`config.mk`:
```
export PLATFORM = sky130hd
export DESIGN_NAME = sha1_message_digest
export DESIGN_NICKNAME = d
export VERILOG_FILES = /design/src/rtl/sha1_pkg.sv /design/src/rtl/sha1_ctrl.sv /design/src/rtl/sha1_dp.sv /design/src/rtl/sha1_message_digest.sv
export VERILOG_INCLUDE_DIRS = /design/src /design/src/rtl
export SDC_FILE = /design/constraint.sdc
export NUM_CORES = 2
export LEC_CHECK = 0
export ABC_AREA = 1
export BUFFER_PORTS_ARGS = -buffer_cell sky130_fd_sc_hd__buf_4
export CAP_MARGIN = 20
export CORE_ASPECT_RATIO = 1.75
export CORE_MARGIN = 2
export CORE_UTILIZATION = 37
export DETAILED_ROUTE_END_ITERATION = 12
export PLACE_DENSITY = 0.52
export SLEW_MARGIN = 20
export SYNTH_ARGS = -nofsm -noshare
export SYNTH_HDL_FRONTEND = slang
export SYNTH_SLANG_ARGS = --single-unit
export TNS_END_PERCENT = 5
```
`constraint.sdc`:
```
create_clock -name clk_i -period 11.8 [get_ports clk_i]
set_input_delay 0.59 -clock clk_i [delete_from_list [all_inputs] [get_ports clk_i]]
set_output_delay 0.59 -clock clk_i [all_outputs]
set_load 0.02 [all_outputs]
```
`src/rtl/sha1_message_digest_macros.svh`:
```
// Assertion helpers for the SHA-1 digest block.
// Both forms expect clk_i and rst_ni in scope.
`ifndef SHA1_MESSAGE_DIGEST_MACROS_SVH
`define SHA1_MESSAGE_DIGEST_MACROS_SVH

`ifndef SYNTHESIS
`define SHA1_ASSERT(label, prop, msg) \
  label: assert property (@(posedge clk_i) disable iff (!rst_ni) prop) else $error(msg);
`define SHA1_NEVER(label, cond, msg) \
  label: assert property (@(posedge clk_i) disable iff (!rst_ni) !(cond)) else $error(msg);
`else
`define SHA1_ASSERT(label, prop, msg)
`define SHA1_NEVER(label, cond, msg)
`endif

`endif

```
`src/rtl/sha1_pkg.sv`:
```
package sha1_pkg;

  localparam int unsigned NumChain  = 5;
  localparam int unsigned NumSched  = 16;
  localparam int unsigned NumRounds = 80;
  localparam int unsigned CountW    = 61;

  localparam logic [31:0] Iv [NumChain] = '{
    32'h67452301, 32'hefcdab89, 32'h98badcfe, 32'h10325476, 32'hc3d2e1f0
  };

  localparam logic [7:0] PadByte = 8'h80;

  typedef enum logic [1:0] {
    PH_CH  = 2'd0,
    PH_PAR = 2'd1,
    PH_MAJ = 2'd2,
    PH_PAR2 = 2'd3
  } sha1_phase_e;

  function automatic logic [31:0] sha1_k(sha1_phase_e ph);
    logic [31:0] k;
    case (ph)
      PH_CH:   k = 32'h5a827999;
      PH_PAR:  k = 32'h6ed9eba1;
      PH_MAJ:  k = 32'h8f1bbcdc;
      default: k = 32'hca62c1d6;
    endcase
    return k;
  endfunction

  // controller -> datapath
  typedef struct packed {
    logic take_byte;  // accepted beat carries a byte
    logic pad_push;   // push the word holding the 0x80 marker
    logic fill_push;  // push a zero or length word
    logic fill_len;   // length words go into this block
    logic load_vars;  // a..e <= chain
    logic round;      // one compression round
    logic add_chain;  // chain += a..e
    logic emit_next;  // advance output word index
    logic finish;     // back to initial chain, zero count
  } sha1_cmd_t;

  // datapath -> controller
  typedef struct packed {
    logic blk_end;    // next byte completes the block
    logic len_fits;   // length fits after the marker word
    logic widx_last;  // next push fills the block
    logic round_last;
    logic word_last;
  } sha1_stat_t;

endpackage

```
`src/rtl/sha1_ctrl.sv`:
```
module sha1_ctrl (
  input  logic                clk_i,
  input  logic                rst_ni,
  input  logic                in_valid_i,
  input  logic                byte_present_i,
  input  logic                last_i,
  output logic                in_ready_o,
  output logic                out_valid_o,
  input  logic                out_ready_i,
  input  sha1_pkg::sha1_stat_t stat_i,
  output sha1_pkg::sha1_cmd_t  cmd_o
);
  import sha1_pkg::*;

  typedef enum logic [5:0] {
    ST_IDLE = 6'b000001,
    ST_PAD  = 6'b000010,
    ST_FILL = 6'b000100,
    ST_RUN  = 6'b001000,
    ST_ADD  = 6'b010000,
    ST_OUT  = 6'b100000
  } state_e;

  state_e state_q, state_d;
  logic   pad_pend_q, pad_pend_d;
  logic   closing_q, closing_d;
  logic   len_ok_q, len_ok_d;
  logic   in_acc;

  assign in_ready_o  = (state_q == ST_IDLE);
  assign out_valid_o = (state_q == ST_OUT);
  assign in_acc      = in_valid_i && in_ready_o;

  always_comb begin
    state_d    = state_q;
    pad_pend_d = pad_pend_q;
    closing_d  = closing_q;
    len_ok_d   = len_ok_q;
    cmd_o      = '0;
    cmd_o.fill_len = len_ok_q;
    case (state_q)
      ST_IDLE: begin
        if (in_acc) begin
          if (byte_present_i) begin
            cmd_o.take_byte = 1'b1;
            if (stat_i.blk_end) begin
              cmd_o.load_vars = 1'b1;
              pad_pend_d      = last_i;
              state_d         = ST_RUN;
            end else if (last_i) begin
              state_d = ST_PAD;
            end
          end else if (last_i) begin
            state_d = ST_PAD;
          end
        end
      end
      ST_PAD: begin
        cmd_o.pad_push = 1'b1;
        closing_d      = 1'b1;
        len_ok_d       = stat_i.len_fits;
        if (stat_i.widx_last) begin
          cmd_o.load_vars = 1'b1;
          state_d         = ST_RUN;
        end else begin
          state_d = ST_FILL;
        end
      end
      ST_FILL: begin
        cmd_o.fill_push = 1'b1;
        if (stat_i.widx_last) begin
          cmd_o.load_vars = 1'b1;
          state_d         = ST_RUN;
        end
      end
      ST_RUN: begin
        cmd_o.round = 1'b1;
        if (stat_i.round_last) begin
          state_d = ST_ADD;
        end
      end
      ST_ADD: begin
        cmd_o.add_chain = 1'b1;
        if (pad_pend_q) begin
          pad_pend_d = 1'b0;
          state_d    = ST_PAD;
        end else if (!closing_q) begin
          state_d = ST_IDLE;
        end else if (len_ok_q) begin
          state_d = ST_OUT;
        end else begin
          // marker block was full; length goes in a second block
          len_ok_d = 1'b1;
          state_d  = ST_FILL;
        end
      end
      ST_OUT: begin
        if (out_ready_i) begin
          if (stat_i.word_last) begin
            cmd_o.finish = 1'b1;
            closing_d    = 1'b0;
            len_ok_d     = 1'b0;
            state_d      = ST_IDLE;
          end else begin
            cmd_o.emit_next = 1'b1;
          end
        end
      end
      default: state_d = ST_IDLE;
    endcase
  end

  always_ff @(posedge clk_i or negedge rst_ni) begin
    if (!rst_ni) begin
      state_q    <= ST_IDLE;
      pad_pend_q <= 1'b0;
      closing_q  <= 1'b0;
      len_ok_q   <= 1'b0;
    end else begin
      state_q    <= state_d;
      pad_pend_q <= pad_pend_d;
      closing_q  <= closing_d;
      len_ok_q   <= len_ok_d;
    end
  end

endmodule

```
`src/rtl/sha1_dp.sv`:
```
module sha1_dp (
  input  logic                clk_i,
  input  logic                rst_ni,
  input  logic [7:0]          data_byte_i,
  input  sha1_pkg::sha1_cmd_t  cmd_i,
  output sha1_pkg::sha1_stat_t stat_o,
  output logic [31:0]         digest_word_o,
  output logic [2:0]          word_index_o,
  output logic                last_word_o
);
  import sha1_pkg::*;

  logic [31:0]       chain_q [NumChain];
  logic [31:0]       vars_q  [NumChain];
  logic [31:0]       sched_q [NumSched];
  logic [31:0]       word_q, word_d;
  logic [CountW-1:0] count_q;
  logic [3:0]        widx_q;
  logic [6:0]        rnd_q;
  logic [2:0]        oidx_q;

  logic [1:0]  pos;
  logic [31:0] byte_word, pad_word, fill_word, sched_new, sched_in;
  logic [31:0] f_val, tmp;
  logic        push;
  sha1_phase_e phase;

  function automatic logic [31:0] put_byte(logic [31:0] w, logic [1:0] p, logic [7:0] b);
    logic [31:0] base;
    logic [31:0] sh;
    base = (p == 2'd0) ? 32'd0 : w;
    sh   = {24'd0, b} << {~p, 3'b000};
    return base | sh;
  endfunction

  function automatic logic [31:0] rotl(logic [31:0] x, int unsigned n);
    return (x << n) | (x >> (32 - n));
  endfunction

  assign pos       = count_q[1:0];
  assign byte_word = put_byte(word_q, pos, data_byte_i);
  assign pad_word  = put_byte(word_q, pos, PadByte);

  // bit length = count * 8, split into the two trailing words
  always_comb begin
    fill_word = 32'd0;
    if (cmd_i.fill_len && widx_q == 4'd14) begin
      fill_word = count_q[CountW-1:CountW-32];
    end else if (cmd_i.fill_len && widx_q == 4'd15) begin
      fill_word = {count_q[CountW-33:0], 3'b000};
    end
  end

  assign sched_new = rotl(sched_q[13] ^ sched_q[8] ^ sched_q[2] ^ sched_q[0], 1);

  always_comb begin
    push     = 1'b0;
    sched_in = sched_new;
    word_d   = word_q;
    if (cmd_i.take_byte) begin
      word_d   = byte_word;
      push     = (pos == 2'd3);
      sched_in = byte_word;
    end else if (cmd_i.pad_push) begin
      push     = 1'b1;
      sched_in = pad_word;
    end else if (cmd_i.fill_push) begin
      push     = 1'b1;
      sched_in = fill_word;
    end else if (cmd_i.round) begin
      push     = 1'b1;
    end
  end

  always_comb begin
    if (rnd_q inside {[7'd0:7'd19]}) begin
      phase = PH_CH;
    end else if (rnd_q inside {[7'd20:7'd39]}) begin
      phase = PH_PAR;
    end else if (rnd_q inside {[7'd40:7'd59]}) begin
      phase = PH_MAJ;
    end else begin
      phase = PH_PAR2;
    end
    case (phase)
      PH_CH:   f_val = (vars_q[1] & vars_q[2]) | (~vars_q[1] & vars_q[3]);
      PH_MAJ:  f_val = (vars_q[1] & vars_q[2]) | (vars_q[1] & vars_q[3])
                     | (vars_q[2] & vars_q[3]);
      default: f_val = vars_q[1] ^ vars_q[2] ^ vars_q[3];
    endcase
  end

  assign tmp = rotl(vars_q[0], 5) + f_val + vars_q[4] + sha1_k(phase) + sched_q[0];

  // schedule, assembly word and working variables
  always_ff @(posedge clk_i) begin
    word_q <= word_d;
    if (push) begin
      for (int i = 0; i < NumSched - 1; i++) begin
        sched_q[i] <= sched_q[i+1];
      end
      sched_q[NumSched-1] <= sched_in;
    end
    if (cmd_i.load_vars) begin
      vars_q <= chain_q;
    end else if (cmd_i.round) begin
      vars_q[0] <= tmp;
      vars_q[1] <= vars_q[0];
      vars_q[2] <= rotl(vars_q[1], 30);
      vars_q[3] <= vars_q[2];
      vars_q[4] <= vars_q[3];
    end
  end

  always_ff @(posedge clk_i or negedge rst_ni) begin
    if (!rst_ni) begin
      chain_q <= Iv;
      count_q <= '0;
      widx_q  <= '0;
      rnd_q   <= '0;
      oidx_q  <= '0;
    end else begin
      if (cmd_i.take_byte) begin
        count_q <= count_q + CountW'(1);
      end
      if (push && !cmd_i.round) begin
        widx_q <= widx_q + 4'd1;
      end
      if (cmd_i.round) begin
        rnd_q <= stat_o.round_last ? 7'd0 : rnd_q + 7'd1;
      end
      if (cmd_i.add_chain) begin
        for (int i = 0; i < NumChain; i++) begin
          chain_q[i] <= chain_q[i] + vars_q[i];
        end
      end
      if (cmd_i.emit_next) begin
        oidx_q <= oidx_q + 3'd1;
      end
      if (cmd_i.finish) begin
        chain_q <= Iv;
        count_q <= '0;
        widx_q  <= '0;
        oidx_q  <= '0;
      end
    end
  end

  assign stat_o.blk_end    = (count_q[5:0] == 6'd63);
  assign stat_o.len_fits   = (count_q[5:0] < 6'd56);
  assign stat_o.widx_last  = (widx_q == 4'd15);
  assign stat_o.round_last = (rnd_q == 7'(NumRounds - 1));
  assign stat_o.word_last  = (oidx_q == 3'(NumChain - 1));

  always_comb begin
    case (oidx_q)
      3'd0:    digest_word_o = chain_q[0];
      3'd1:    digest_word_o = chain_q[1];
      3'd2:    digest_word_o = chain_q[2];
      3'd3:    digest_word_o = chain_q[3];
      default: digest_word_o = chain_q[4];
    endcase
  end

  assign word_index_o = oidx_q;
  assign last_word_o  = stat_o.word_last;

endmodule

```
`src/rtl/sha1_message_digest.sv`:
```
// Channel  Dir  Handshake                 Beat
// in       in   in_valid_i / in_ready_o    data_byte_i, byte_present_i, last_i
// out      out  out_valid_o / out_ready_i  digest_word_o, word_index_o, last_word_o
//
// A byte beat that fills a 64-byte block starts the 80 rounds and the chain add. A last beat
// adds the 0x80 marker word and fill words (zeros, then the length), then the rounds and
// chain add; if the length does not fit, a second final block of fill words, its rounds
// and chain add follow. Five output beats follow; no input is taken until they leave.
// Reset is asynchronous, active low; the chain starts at the SHA-1 initial values.
// Output beats hold while out_ready_i is low.
`include "sha1_message_digest_macros.svh"

module sha1_message_digest (
  input  logic        clk_i,
  input  logic        rst_ni,
  input  logic        in_valid_i,
  output logic        in_ready_o,
  input  logic [7:0]  data_byte_i,
  input  logic        byte_present_i,
  input  logic        last_i,
  output logic        out_valid_o,
  input  logic        out_ready_i,
  output logic [31:0] digest_word_o,
  output logic [2:0]  word_index_o,
  output logic        last_word_o
);
  import sha1_pkg::*;

  sha1_cmd_t  cmd;
  sha1_stat_t stat;

  sha1_ctrl u_ctrl (
    .clk_i          (clk_i),
    .rst_ni         (rst_ni),
    .in_valid_i     (in_valid_i),
    .byte_present_i (byte_present_i),
    .last_i         (last_i),
    .in_ready_o     (in_ready_o),
    .out_valid_o    (out_valid_o),
    .out_ready_i    (out_ready_i),
    .stat_i         (stat),
    .cmd_o          (cmd)
  );

  sha1_dp u_dp (
    .clk_i         (clk_i),
    .rst_ni        (rst_ni),
    .data_byte_i   (data_byte_i),
    .cmd_i         (cmd),
    .stat_o        (stat),
    .digest_word_o (digest_word_o),
    .word_index_o  (word_index_o),
    .last_word_o   (last_word_o)
  );

  `SHA1_NEVER(a_no_overlap, in_ready_o && out_valid_o, "input and output open together")
  `SHA1_ASSERT(a_one_shift_src, $onehot0({cmd.take_byte, cmd.pad_push, cmd.fill_push, cmd.round}), "schedule written from two sources")
  `SHA1_ASSERT(a_idle_after_digest, (out_valid_o && out_ready_i && last_word_o) |=> in_ready_o, "not idle after last digest word")

endmodule

```
# --- Yosys cells after proc, flatten, opt, wreduce, memory -nomap -nowiden ---
# Memories as Yosys holds them, arrays and structs flattened.
# Index checks and enable logic that the tools add are counted.
op_classes:
  addsub: 13
  n_mul: 0
  div: 0
  n_lt_le_gt_ge: 7
  n_eq_ne: 26
  shifts: 2
  muxes: 68
  bitwise_logic: 19
  reduce_logical: 24
op_table:
  columns: ["operator", "count"]
  rows:
  - ["2-to-1 mux 160 bit", 4]
  - ["adder 32 bit", 9]
  - ["2-to-1 mux 32 bit", 6]
  - ["bitwise OR 32 bit", 5]
  - ["XOR 32 bit", 5]
  - ["bitwise AND 32 bit", 4]
  - ["case mux 32 bit (4 select lines)", 1]
  - ["2-to-1 mux 61 bit", 2]
  - ["case mux 32 bit (3 select lines)", 1]
  - ["2-to-1 mux 6 bit", 11]
  - ["case mux 32 bit (2 select lines)", 1]
  - ["adder 61 x 1 -> 61 bit (second input constant)", 1]
  - ["case mux 6 bit (6 select lines)", 1]
  - ["NOT 32 bit", 1]
  - ["bitwise OR 32 x 1 -> 32 bit", 1]
  - ["bitwise OR 32 x 30 -> 32 bit", 1]
  - ["bitwise OR 32 x 5 -> 32 bit", 1]
  - ["left shift 8 x 5 -> 32 bit", 1]
  - ["left shift 8 x 5 -> 32 bit (first input constant)", 1]
  - ["2-to-1 mux 1 bit", 27]
  - ["<= comparator 7 x 6 -> 1 bit (second input constant)", 2]
  - ["nonzero test 2 bit", 7]
  - ["equality test 6 bit (second input constant)", 2]
  - ["2-to-1 mux 4 bit", 3]
  - ["37 further kinds", 61]
totals:
  regBits: 436
  latch_bits: 0
  ram_bits: 512
  mem_bits_ro: 0
  input_bits: 14
  wordCells: 179
  memories: 1
memory_table:
  columns: ["name", "words", "word_bits", "read_ports", "rd_ports_with_merged_regs", "wr", "line", "rtl"]
  rows:
  - ["u_dp.sched_q", 16, 32, 16, 0, 16, "sha1_dp.sv:15", "logic [31:0] sched_q [NumSched];"]

# --- Depth between registers and ports, before layout ---
logic_depth:
  word_depth: 13
  mapped_depth: 36
  mapped_depth_nobuf: 33

# --- Cells and area by module ---
# A second synthesis with hierarchy kept.
unflattened:
  cells_unflattened: 5616
  area_unflattened_um2: 52902.0
by_module_without_submodules:
  columns: ["module", "instances", "cells_per_inst", "area_each_um2", "seq_area_each_um2"]
  rows:
  - ["sha1_dp", 1, 5514, 52248.9, 27121.0]
  - ["sha1_ctrl", 1, 102, 653.1, 226.5]

# --- Worst setup path after synthesis ---
# OpenSTA, ideal clock, no wires.
synth_path:
  kind: "reg-to-reg"
  from: "reg u_ctrl.state_q[0]"
  to: "mem u_dp.sched_q[0][0], enable pin"
  arrival_ns: 9.351
  setup_slack_ns: -1.241
  path_stages_with_launch: 6
  n_path_buf: 0
  synth_period_minus_slack_ns: 13.041
  cell_sequence: "dfstp_2 > nor2_4 > nand4_1 > nand2_4 > nor2_1 > nand2_1"
synth_rtl:
  columns: ["element", "line", "rtl"]
  rows:
  - ["start, declared", "sha1_ctrl.sv:24", "state_e state_q, state_d;"]
  - ["start signal, assigned", "sha1_ctrl.sv:120", "state_q <= state_d;"]
  - ["end, declared", "sha1_dp.sv:15", null]

# --- Final worst setup path ---
layout_path:
  from: "reg u_dp.rnd_q[0]"
  to: "reg u_dp.vars_q[158] in the netlist's numbering, data pin"
layout_between:
  elab_chain_len: 13
layout_lines:
  columns: ["element", "line", "rtl"]
  rows:
  - ["start, declared", "sha1_dp.sv:19", "logic [6:0] rnd_q;"]
  - ["start signal, assigned", "sha1_dp.sv:130", "rnd_q <= stat_o.round_last ? 7'd0 : rnd_q + 7'd1;"]
  - ["greater-or-equal comparator 7 x 6 -> 1 bit or <= comparator 7 x 6 -> 1 bit (tied branches)", "sha1_dp.sv:80", "end else if (rnd_q inside {[7'd40:7'd59]}) begin"]
  - ["logical AND 1 bit", "sha1_dp.sv:80", null]
  - ["2-to-1 mux 1 bit", "sha1_dp.sv:80", null]
  - ["2-to-1 mux 2 bit", "sha1_dp.sv:78", "end else if (rnd_q inside {[7'd20:7'd39]}) begin"]
  - ["2-to-1 mux 2 bit *", "sha1_dp.sv:76", "if (rnd_q inside {[7'd0:7'd19]}) begin"]
  - ["equality test 2 bit or zero test 2 bit (tied branches)", "sha1_pkg.sv:23, sha1_dp.sv:85", null]
  - ["case mux 32 bit (2 select lines)", "sha1_dp.sv:85", "case (phase)"]
  - ["adder 32 bit (2 in a row)", "sha1_dp.sv:93", "assign tmp = rotl(vars_q[0], 5) + f_val + vars_q[4] + sha1_k(phase) + sched_q[0];"]
  - ["adder 32 bit * (2 in a row)", "sha1_dp.sv:93", null]
  - ["2-to-1 mux 160 bit *", "sha1_dp.sv:106", "end else if (cmd_i.round) begin"]
  - ["2-to-1 mux 160 bit *", "sha1_dp.sv:104", "if (cmd_i.load_vars) begin"]
  - ["end signal, assigned", "sha1_dp.sv:105", "vars_q <= chain_q;"]
  - ["end, declared", "sha1_dp.sv:14", "logic [31:0] vars_q [NumChain];"]
# Mark *: on every way between the ends. The rest lies on a longest branch, timed or not. The select of a mux whose other input is x is not followed.
# A chain may end at the register's enable or synchronous reset.

==> reports/summary.md <==
* **clk_lat worst skew** 0.78 ns
* **number of nets produced by synthesis** 6393
* **Clock Tree Root** clkbuf_16
* **NumNets Final** 6456
* **count of unique library cells instantiated by Yosys** 59
* **total CTS buffers** 96
* **synthesis-stage register bit count** 948
* **switching part of the total** 44.82%
* **internal power summed over all cells** 8.975 mW
* **area inside the core boundary** 146400 um2
* **synthesis warning total** 0
* **setup repair after global routing missed its margin** false
* **Worst Hold Slack** 0.1814 ns
* **standby leakage power** 25.44 nW
* **share of flip-flops with an asynchronous set or reset** 25.74%
* **critical path required time** 12.29 ns
* **most frequent cell after synthesis** nand2_1
* **layout cell share with drive strength beyond 1** 6.462%
* **startpoint-to-endpoint class of the critical path** reg -> reg
* **Clock Path Buffers** 3
* **number of buffer cells added on primary ports** 51
* **via count of the first global-routing pass** 45055
* **portion of the post-synthesis area used by sequential elements** 50.29%
* **maximum vdd drop** 0.1634 mV
* **power density over the cells** 269.7 nW/um2
* **starting density of the core** 37.15%
* **Slowest-stage cell, CP** clkinv_1
* **switching power of the nets** 7.290 mW
* **weighted congestion reported at the end of routability-driven placement** 1.038
* **total routing resource utilization after global routing** 31.34%
* **worst-path fanout max** 15
* **area share of the largest cell type after synthesis** 38.87%
* **first-pass GRT wire length** 329200 um
* **ports placed on the boundary** 52
* **routed length per instance** 29.30 um
* **count of placed standard cells including taps** 7890
* **largest stage delay on the critical path** 0.72 ns
* **Post-CTS Setup Bufs** 0
* **wirelength, routed** 236500 um
* **share of the cycle needed by the critical path after routing** 62.02%
* **drt initial violations** 3716
* **actual slew at the worst max-slew pin** 1.265 ns
* **number of pins exceeding their max-slew limit in the final report** 0
* **GRT overflow** 0
* **fraction of power consumed by the clock network** 20.3%
* **most repeated library cell on the critical path** nand2_1
* **EDFF count, synth** 704
* **number of antenna violations at the first check in global routing** 6
* **total of max-cap violations** 0
* **die footprint** 150200 um2
* **Synth Area per Inst** 8.995 um2
* **die extent in x** 293.8 um
* **remaining antenna violation count** 0
* **final count of negative-setup-slack endpoints** 0
* **Setup crit start kind** register
* **# hold bufs at CTS** 1
* **endpoint kind of the worst setup timing path** register
* **worst clock skew on the final layout** 0.05089 ns
* **headroom to the max-slew limit** 14.95%
* **part of the total power dissipated in sequential elements** 36.1%
* **maximum number of pins on one net before global-route repair** 181
* **Fill cells** 14721
* **clock period minus worst slack** 7.319 ns
* **status** finished clean
* **routed vias/inst** 5.486
* **dominant cells by area after synthesis** edfxtp_1 (39%), nand2_1 (10%), dfrtp_1 (7.5%), inv_1 (6.1%), o21ai_0 (5.1%)
* **total number of clock tree sinks** 948
* **portion of total power attributed to combinational logic** 43.6%
* **post-DP HPWL** 187200 um
* **aggregate negative setup slack** 0 ns
* **DRC errors left** 0
* **number of instances resized during post-cts repair** 0
* **data arrival time at the worst-slack endpoint** 7.81 ns
* **cell row count** 186
* **cell types with the highest counts after synthesis** nand2_1 (1445), inv_1 (882), edfxtp_1 (704)
* **type of the most critical hold path** in -> reg
* **CTS H-tree lvls** 3
* **vias post-DR** 44283
* **Synth area leader** edfxtp_1
* **TritonCTS clock tree** done
* **fmax** 136.6 MHz
* **Syn-to-layout area delta** 10.89%
* **final number of hold-violating endpoints** 0
* **area of the mapped netlist** 54380 um2
* **Reg clk slew, reported paths** 0.06 ns
* **commonest register cell after synthesis** edfxtp_1
* **number of iterations in the first detailed-routing pass** 9
* **final non-filler cell total** 8072
* **DIE HEIGHT** 511.2 um
* **count of mapped cells out of synthesis** 6046
[cells in the final DEF, fill, tap and decap left out, types with 14 or more instances in the layout]
cell	instances
clkinv_2	16
o2111ai_1	14
nand3_1	308
a21o_1	14
ha_1	208
o22ai_1	82
a31oi_1	18
dfstp_2	81
o21ai_1	21
inv_1	880
clkinv_1	15
a221oi_1	32
clkbuf_16	97
o21bai_1	21
nor2_1	444
nand2_1	1443
nand4_1	87
a21oi_1	276
o21ai_0	553
buf_4	105
nor3_1	69
xnor2_1	94
o21a_1	21
or2_2	20
dfrtp_1	163
fa_1	125
xor2_1	75
edfxtp_1	704
o211ai_1	28
clkbuf_1	22
[registers in the layout, summed over array words and instances (netlist names)]
name               flops
u_ctrl.pad_pend_q      1
u_dp.sched_q         512
u_dp.chain_q         160
u_ctrl.state_q         6
u_dp.vars_q          160
u_ctrl.len_ok_q        1
u_dp.rnd_q             7
u_dp.count_q          61
u_dp.word_q           32
u_ctrl.closing_q       1
u_dp.widx_q            4
u_dp.word_index_o      3
[worst paths after layout]
kind | depth (start not counted) | to | slack [ns] | start
setup / recovery | 28 | u_dp.vars_q[158] | 4.48 | u_dp.rnd_q[0]
hold / removal | 3 | u_ctrl.state_q[1] | 0.18 | last_i
setup reg to reg | 28 | u_dp.vars_q[158] | 4.48 | u_dp.rnd_q[0]
hold reg to reg | 0 | u_dp.sched_q[0][20] | 0.40 | u_dp.sched_q[1][20]
max in group asynchronous | 4 | u_dp.chain_q[156] | 8.90 | rst_ni
min in group asynchronous | 2 | u_dp.chain_q[19] | 0.38 | rst_ni
[per-stage QoR]
step | total power, mW | area, um2 | setup slack [ns] | utilization, %
6_report | 16.27 | 60300 | 4.481 | 41.20
2_1_floorplan | 10.18 | 54380 | 3.873 | -
4_1_cts | 16.33 | 60300 | 4.558 | 41.19
3_3_place_gp | 12.92 | 56930 | 4.219 | 38.89
5_1_grt | 17.21 | 60300 | 4.176 | 41.19
3_5_place_dp | 12.96 | 56970 | 4.602 | 38.92
[cell type report]
cell class                      count  area (um2)  share of cell area, %
Inverter                          894        3357                  5.567
Antenna cell                        2       5.005               0.008299
Tap cell                         1880        2352                  3.901
Clock buffer                      121        2537                  4.208
Clock inverter                     58       782.0                  1.297
Timing Repair Buffer              110       880.8                  1.461
Multi-Input combinational cell   4059       23040                  38.21
Sequential cell                   948       27350                  45.35
[power groups by stage]
stage          Sequential, mW  Clock (mW)  Combinational [mW]
2_1_floorplan            5.76           0                4.42
3_3_place_gp             5.89           0                7.03
6_report                 5.87        3.30                7.09
4_1_cts                  5.85        3.38                7.09
5_1_grt                  5.93        3.49                7.79
3_5_place_dp             5.91           0                7.05
[worst max-delay path, delay by kind of cell, from the launching register on]
family | cells | cell delay (ns)
fa+ha+maj | 6 | 2.76
simple gates | 14 | 1.86
buf+inv | 5 | 1.27
compound gates | 3 | 0.74
flops | 1 | 0.40
[routing by layer]
| metal | part of all wire (%) | global-route usage, % |
|---|---|---|
| met4 | 13 | 33.56 |
| met3 | 4.4 | 4.663 |
| met2 | 51 | 56.03 |
| met1 | 32 | 28.92 |
| met5 | 0.011 | 0 |
[logic make-up (layout without fill, tap and decap cells)]
kind of cell,Yosys count,count (layout),synth area share [%]
AND/OR/NAND/NOR,2435,2435,18.62
multiplexers,1,1,0.01841
buffers and inverters,1039,1183,7.471
XOR/XNOR,170,170,2.738
flip-flops,948,948,50.29
other,0,2,0
AO/OA/AOI/OAI,1120,1120,11.48
adder cells (fa/ha/maj),333,333,9.387
Note: power is estimated with default switching activity, not from simulation.
